## src/sv/oms_pkg.sv

```systemverilog
// Shared types and constants for the opportunity-model similarity block.
// No dependencies; imported by every module of the block except oms_ram.
package oms_pkg;

	localparam int LOC_W      = 7;   // location count register
	localparam int IDX_W      = 6;   // row and col fields
	localparam int DATA_W     = 32;  // stored distances, flows, populations
	localparam int SUM_W      = 38;  // opportunity, outflow and total sums (wrap)
	localparam int Q31_W      = 32;  // Q1.31 exponential values
	localparam int RATIO_W    = 33;  // Q1.32 ratio, may hold exactly 1.0
	localparam int PHI_W      = 39;  // high outflow part times ratio
	localparam int PLO_W      = 65;  // low outflow part times ratio
	localparam int PRED_W     = 40;  // predicted flow
	localparam int FSUM_W     = 41;  // predicted plus observed flow
	localparam int PAIR_W     = 2 * LOC_W;
	localparam int MEAN_W     = 17;
	localparam int DEGEN_W    = 12;
	localparam int SIM_W      = PAIR_W + MEAN_W;
	localparam int SIM_SHIFT  = 17;
	localparam int DIV_NUM_W  = 64;
	localparam int DIV_DEN_W  = 41;
	localparam int DIV_CNT_W  = 6;
	localparam int TAYLOR_TERMS = 6;
	localparam int SQUARINGS  = 8;

	localparam logic [Q31_W-1:0]   Q31_ONE    = 32'h8000_0000;
	localparam logic [63:0]        EXP_CUTOFF = 64'd23 << 32;
	localparam logic [63:0]        SQ_ROUND   = 64'd1 << 30;
	localparam logic [RATIO_W-1:0] RATIO_ONE  = 33'h1_0000_0000;

	typedef enum logic [1:0] {
		OP_LOAD_DIST = 2'd0,
		OP_LOAD_FLOW = 2'd1,
		OP_LOAD_POP  = 2'd2,
		OP_RUN       = 2'd3
	} op_t;

	typedef enum logic [1:0] {
		ACC_NONE,
		ACC_TOT,
		ACC_OUT,
		ACC_OPP
	} acc_t;

	typedef enum logic [1:0] {
		EXP_SEL_TOTAL,
		EXP_SEL_SHIFTED,
		EXP_SEL_FULL
	} exp_sel_t;

	typedef enum logic [1:0] {
		DIV_SEL_RATIO,
		DIV_SEL_SIM,
		DIV_SEL_MEAN
	} div_sel_t;

	typedef enum logic [4:0] {
		ST_IDLE,
		ST_TOT,
		ST_TOT_W,
		ST_DEN,
		ST_DEN_W,
		ST_ROW,
		ST_OUT,
		ST_OUT_W,
		ST_PAIR,
		ST_PAIR_W,
		ST_OPP,
		ST_OPP_W,
		ST_E1,
		ST_E1_W,
		ST_E2,
		ST_E2_W,
		ST_RATIO,
		ST_RATIO_W,
		ST_PRED,
		ST_PRED_SUM,
		ST_SIM,
		ST_SIM_W,
		ST_NEXT,
		ST_MEAN,
		ST_MEAN_W,
		ST_DONE
	} ctrl_state_t;

	typedef enum logic [2:0] {
		EXP_IDLE,
		EXP_MUL,
		EXP_ARG,
		EXP_TMUL,
		EXP_TDIV,
		EXP_SQR,
		EXP_DONE
	} exp_state_t;

	typedef struct packed {
		logic     accept;
		logic     run_start;
		logic     k_step;
		logic     j_step;
		logic     i_step;
		logic     addr_pair;
		acc_t     acc;
		logic     o_clear;
		logic     pair_capture;
		logic     exp_start;
		exp_sel_t exp_sel;
		logic     denom_capture;
		logic     e1_capture;
		logic     e2_capture;
		logic     ratio_full;
		logic     ratio_capture;
		logic     div_start;
		div_sel_t div_sel;
		logic     pred_mul;
		logic     pred_sum;
		logic     pred_zero;
		logic     degen_inc;
		logic     sim_capture;
		logic     result_load;
	} dp_cmd_t;

	typedef struct packed {
		logic k_last;
		logic j_last;
		logic i_last;
		logic j_is_i;
		logic denom_zero;
		logic ratio_sat;
		logic sum_zero;
		logic exp_done;
		logic div_done;
		logic out_free;
	} dp_stat_t;

	// Reciprocals floor(2^32/k)+1 for the Taylor term divisors; exact for terms below 2^28
	function automatic logic [31:0] taylor_recip(input logic [2:0] k);
		logic [31:0] r;
		case (k)
			3'd2:    r = 32'h8000_0001;
			3'd3:    r = 32'h5555_5556;
			3'd4:    r = 32'h4000_0001;
			3'd5:    r = 32'h3333_3334;
			3'd6:    r = 32'h2AAA_AAAB;
			default: r = 32'h0000_0000;
		endcase
		return r;
	endfunction

endpackage

```

## src/sv/oms_ctrl.sv

```systemverilog
// Run sequencer: walks total, outflow, opportunity sweeps and per-pair scoring.
// Depends on oms_pkg.
module oms_ctrl import oms_pkg::*; (
	input  logic       clk,
	input  logic       arst_n,
	input  logic       in_valid,
	input  logic [1:0] operation,
	input  dp_stat_t   stat,
	output logic       in_stall,
	output dp_cmd_t    cmd
);

	ctrl_state_t state_q, state_d;

	// next state
	always_comb begin
		state_d = state_q;
		case (state_q)
			ST_IDLE:     if (in_valid && (operation == OP_RUN)) state_d = ST_TOT;
			ST_TOT:      if (stat.k_last) state_d = ST_TOT_W;
			ST_TOT_W:    state_d = ST_DEN;
			ST_DEN:      state_d = ST_DEN_W;
			ST_DEN_W:    if (stat.exp_done) state_d = ST_ROW;
			ST_ROW:      state_d = ST_OUT;
			ST_OUT:      if (stat.k_last) state_d = ST_OUT_W;
			ST_OUT_W:    state_d = ST_PAIR;
			ST_PAIR:     state_d = stat.j_is_i ? ST_NEXT : ST_PAIR_W;
			ST_PAIR_W:   state_d = ST_OPP;
			ST_OPP:      if (stat.k_last) state_d = ST_OPP_W;
			ST_OPP_W:    state_d = stat.denom_zero ? ST_SIM : ST_E1;
			ST_E1:       state_d = ST_E1_W;
			ST_E1_W:     if (stat.exp_done) state_d = ST_E2;
			ST_E2:       state_d = ST_E2_W;
			ST_E2_W:     if (stat.exp_done) state_d = ST_RATIO;
			ST_RATIO:    state_d = stat.ratio_sat ? ST_PRED : ST_RATIO_W;
			ST_RATIO_W:  if (stat.div_done) state_d = ST_PRED;
			ST_PRED:     state_d = ST_PRED_SUM;
			ST_PRED_SUM: state_d = ST_SIM;
			ST_SIM:      state_d = stat.sum_zero ? ST_NEXT : ST_SIM_W;
			ST_SIM_W:    if (stat.div_done) state_d = ST_NEXT;
			ST_NEXT: begin
				if (!stat.j_last) begin
					state_d = ST_PAIR;
				end else if (stat.i_last) begin
					state_d = ST_MEAN;
				end else begin
					state_d = ST_ROW;
				end
			end
			ST_MEAN:     state_d = ST_MEAN_W;
			ST_MEAN_W:   if (stat.div_done) state_d = ST_DONE;
			ST_DONE:     if (stat.out_free) state_d = ST_IDLE;
			default:     state_d = ST_IDLE;
		endcase
	end

	// command outputs
	always_comb begin
		cmd      = '0;
		in_stall = (state_q != ST_IDLE);
		case (state_q)
			ST_IDLE: begin
				cmd.accept    = in_valid;
				cmd.run_start = in_valid && (operation == OP_RUN);
			end
			ST_TOT: begin
				cmd.acc    = ACC_TOT;
				cmd.k_step = 1'b1;
			end
			ST_DEN: begin
				cmd.exp_start = 1'b1;
				cmd.exp_sel   = EXP_SEL_TOTAL;
			end
			ST_DEN_W: begin
				cmd.denom_capture = stat.exp_done;
			end
			ST_ROW: begin
				cmd.o_clear = 1'b1;
			end
			ST_OUT: begin
				cmd.acc    = ACC_OUT;
				cmd.k_step = 1'b1;
			end
			ST_PAIR: begin
				cmd.addr_pair = 1'b1;
			end
			ST_PAIR_W: begin
				cmd.pair_capture = 1'b1;
			end
			ST_OPP: begin
				cmd.acc    = ACC_OPP;
				cmd.k_step = 1'b1;
			end
			ST_OPP_W: begin
				cmd.pred_zero = stat.denom_zero;
			end
			ST_E1: begin
				cmd.exp_start = 1'b1;
				cmd.exp_sel   = EXP_SEL_SHIFTED;
			end
			ST_E1_W: begin
				cmd.e1_capture = stat.exp_done;
			end
			ST_E2: begin
				cmd.exp_start = 1'b1;
				cmd.exp_sel   = EXP_SEL_FULL;
			end
			ST_E2_W: begin
				cmd.e2_capture = stat.exp_done;
			end
			ST_RATIO: begin
				cmd.ratio_full = stat.ratio_sat;
				cmd.div_start  = !stat.ratio_sat;
				cmd.div_sel    = DIV_SEL_RATIO;
			end
			ST_RATIO_W: begin
				cmd.ratio_capture = stat.div_done;
			end
			ST_PRED: begin
				cmd.pred_mul = 1'b1;
			end
			ST_PRED_SUM: begin
				cmd.pred_sum = 1'b1;
			end
			ST_SIM: begin
				cmd.degen_inc = stat.sum_zero;
				cmd.div_start = !stat.sum_zero;
				cmd.div_sel   = DIV_SEL_SIM;
			end
			ST_SIM_W: begin
				cmd.sim_capture = stat.div_done;
			end
			ST_NEXT: begin
				cmd.j_step = 1'b1;
				cmd.i_step = stat.j_last;
			end
			ST_MEAN: begin
				cmd.div_start = 1'b1;
				cmd.div_sel   = DIV_SEL_MEAN;
			end
			ST_DONE: begin
				cmd.result_load = stat.out_free;
			end
			default: begin
			end
		endcase
	end

	always_ff @(posedge clk or negedge arst_n) begin
		if (!arst_n) begin
			state_q <= ST_IDLE;
		end else begin
			state_q <= state_d;
		end
	end

endmodule
```

## config.mk

```make
export PLATFORM = sky130hd
export DESIGN_NAME = oms_ctrl
export DESIGN_NICKNAME = d
export VERILOG_FILES = /design/src/sv/oms_pkg.sv /design/src/sv/oms_ctrl.sv
export SDC_FILE = /design/constraint.sdc
export NUM_CORES = 1
export LEC_CHECK = 0
export BUFFER_PORTS_ARGS = -buffer_cell sky130_fd_sc_hd__buf_2
export CAP_MARGIN = 20
export CORE_UTILIZATION = 51
export DETAILED_ROUTE_END_ITERATION = 8
export PLACE_DENSITY_LB_ADDON = 0.1
export SYNTH_ARGS = -nofsm -noshare
export SYNTH_HDL_FRONTEND = slang
export SYNTH_SLANG_ARGS = --single-unit
```

## constraint.sdc

```tcl
create_clock -name clk -period 3.11 [get_ports clk]
set_input_delay 0.622 -clock clk [delete_from_list [all_inputs] [get_ports clk]]
set_output_delay 0.622 -clock clk [all_outputs]
set_load 0.05 [all_outputs]
```

==> results.txt <==
Die X: 45.38 um
Least-Margin Pin Slew: 0.7442 ns
Post-synth top flop: dfrtp_1
Final hold violation count: 0
Antenna Cells: 0
Synth Cell Area: 959.7 um2
Clock transition at path regs: 0.04 ns
Regs by FF count: state_q: 5 flops
Post-CTS Resized: 0
Post-CTS Setup Bufs: 0
Std cell rows: 15
Global route hottest layer: met2
Worst skew pair latency: 0.23 ns
Reg2Reg Setup Slack: 0.95 ns
Crit path cell chain: nand2b_1, or3_1, o21ai_0, buf_2
Post-route ant nets: 0
Syn Inst Count: 138
Final Cycle Share: 82.79%
Count leader, synth: nor2_1
Cts bufs inserted: 3
Vias in the first global route: 872
Delay-heaviest family, CP: simple AND/OR/NAND/NOR gates
WP data required: 2.49 ns
Max incr delay on CP: 0.63 ns
Hpwl dp: 1.823 mm
Port Buffers: 42
Total core area: 1745 um2
Met3 Usage GRT: 3.968%
GRT Util Overall: 23.68%
Syn Nets: 153
CP Max Fanout: 23
R2R Path Start: state_q[3]
Die span in y: 45.38 um
Asr flop ratio synth: 100.0%
Max Root-Sink Buffers: 2
Largest net degree at the start of global routing: 27
Root buffer cell: clkbuf_4
Max reg flops: 5
DR pass1 iterations: 4
Fmax: 388.4 MHz
DRC errors left: 0
Worst reg2reg endpoint: state_q[0]
Area Overhead vs Synth: 19.82%
Filler cells: 181
GRT met1 Usage: 31.46%
Worst slew margin: 50.39%
DRT iter0 DRCs: 38
CTS H-tree depth: 1
First-pass GRT wire length: 3.650 mm
Most frequent cells after synthesis: nor2_1, nand2_1, nor2b_1
Number of enable flip-flop cells after synthesis: 0
Top cells by area, synth: dfrtp_1, nor2_1, nor2b_1, o21ai_0, nand2_1
Synthesized flop and latch total: 5
Most flop-heavy register: state_q
HP Class: in -> async
RSZ-0062 raised after global routing: no
CP max-delay cell: dfrtp_1
Final instance area: 1150 um2
Register area share after synthesis: 13.04%
Critical Setup Path Class: reg -> out
Synth cell types: 47
Initial Util: 54.98%
Synthesis Warnings: 0
DR vias/cell: 5.638
CTS tree: done
Tmin final: 2.575 ns
Startpoint type of the worst setup path: flop
Final setup viols: 0
Total gr overflow: 0
Number of max-cap violations: 0
Status: complete, no violations
I/O Pins: 43
Biggest area consumer among synthesized cells: dfrtp_1
GR met2 Demand/Resource: 38.29%
Post-DP Area: 1124 um2
Share of cells above drive strength 1: 32.76%
LEAKAGE: 0.5638 nW
Synth top area share: 13.04%
Place WS: 0.7979 ns
Post-synthesis area per instance: 6.954 um2
Via count: 1,122
Num Clock Sinks: 5
Max Slew Vio Count: 0
Crit path DAT: 1.95 ns
Initial antenna violation count: 0
Routed wire length: 2.378 mm
Buf/Inv on CP: 1
CP Capture Type: output port
Drt wl/cell: 11.95 um
Final WS setup: 0.5352 ns
VDD IR max: 0.6892 mV
Nets: 190
FF-to-FF path depth: 5
Cts hold-fix bufs: 0
Die area: 2059 um2
Fin Clk Skew: 0.0007112 ns
Routability congestion estimate: 0.8963
Utilization after layout: 65.88%
Pwr Density: 1110 nW/um2
Setup TNS: 0 ns
-- through the flow --
step / power [mW] / cells / hold slack [ns]
after floorplan: 1.080 / 138 / 0.3264
after global placement: 1.190 / 195 / 0.4378
after detailed placement: 1.203 / 195 / 0.4376
after CTS: 1.278 / 199 / 0.1876
after global routing: 1.373 / 199 / 0.1963
final: 1.276 / 199 / 0.1922
-- how the worst max path moves through the flow --
| stage | startpoint | to | slack, ns | cells past startpoint |
|---|---|---|---|---|
| 6_report | state_q[3] | cmd[8] | 0.54 | 4 |
| 5_1_grt | state_q[2] | cmd[22] | 0.38 | 4 |
| 4_1_cts | state_q[2] | cmd[2] | 0.54 | 4 |
| 3_5_place_dp | state_q[3] | cmd[8] | 0.80 | 4 |
| 3_3_place_gp | state_q[3] | cmd[8] | 0.82 | 4 |
| 2_1_floorplan | state_q[3] | cmd[13] | 0.15 | 4 |
-- final cells by class --
type                       instances  area (um2)  area share (%)
multi-input combinational        114       711.9           61.92
timing repair buffer              45       232.7           20.24
sequential                         5       125.1           10.88
tap                               25       31.28           2.720
clock buffer                       4       26.28           2.285
inverter                           6       22.52           1.959
-- power breakdown --
group,switching (mW),internal [mW]
sequential,0.108,0.0996
combinational,0.635,0.363
clock,0.0217,0.0482
-- logic make-up (layout without fill, tap and decap cells) --
| kind of cell | after synthesis | after routing | share of synthesized area [%] |
|---|---|---|---|
| compound gates | 36 | 36 | 26.73 |
| flops | 5 | 5 | 13.04 |
| simple gates | 74 | 74 | 42.89 |
| mux | 4 | 4 | 4.563 |
| buf+inv | 19 | 55 | 12.78 |
-- per-layer routing --
layer  vias up  wire (um)
li1        561          -
met1       522       1118
met2        37       1154
met3         2         96
met4         0          8
met5         -          0
-- cells in the final DEF, fill, tap and decap left out, drive strengths merged, types with 3 or more instances in the layout --
cell | synthesis | layout
o21ai | 10 | 10
and3 | 3 | 3
a211o | 3 | 3
nand3b | 3 | 3
nor2b | 8 | 8
buf | 12 | 45
nand3 | 6 | 6
nand2b | 5 | 5
inv | 6 | 6
mux2 | 3 | 3
nor3 | 3 | 3
and2 | 3 | 3
a21oi | 6 | 6
nor2 | 22 | 22
clkbuf | 1 | 4
or3 | 4 | 4
nand2 | 10 | 10
dfrtp | 5 | 5
Power figures use the tool's default switching activity.
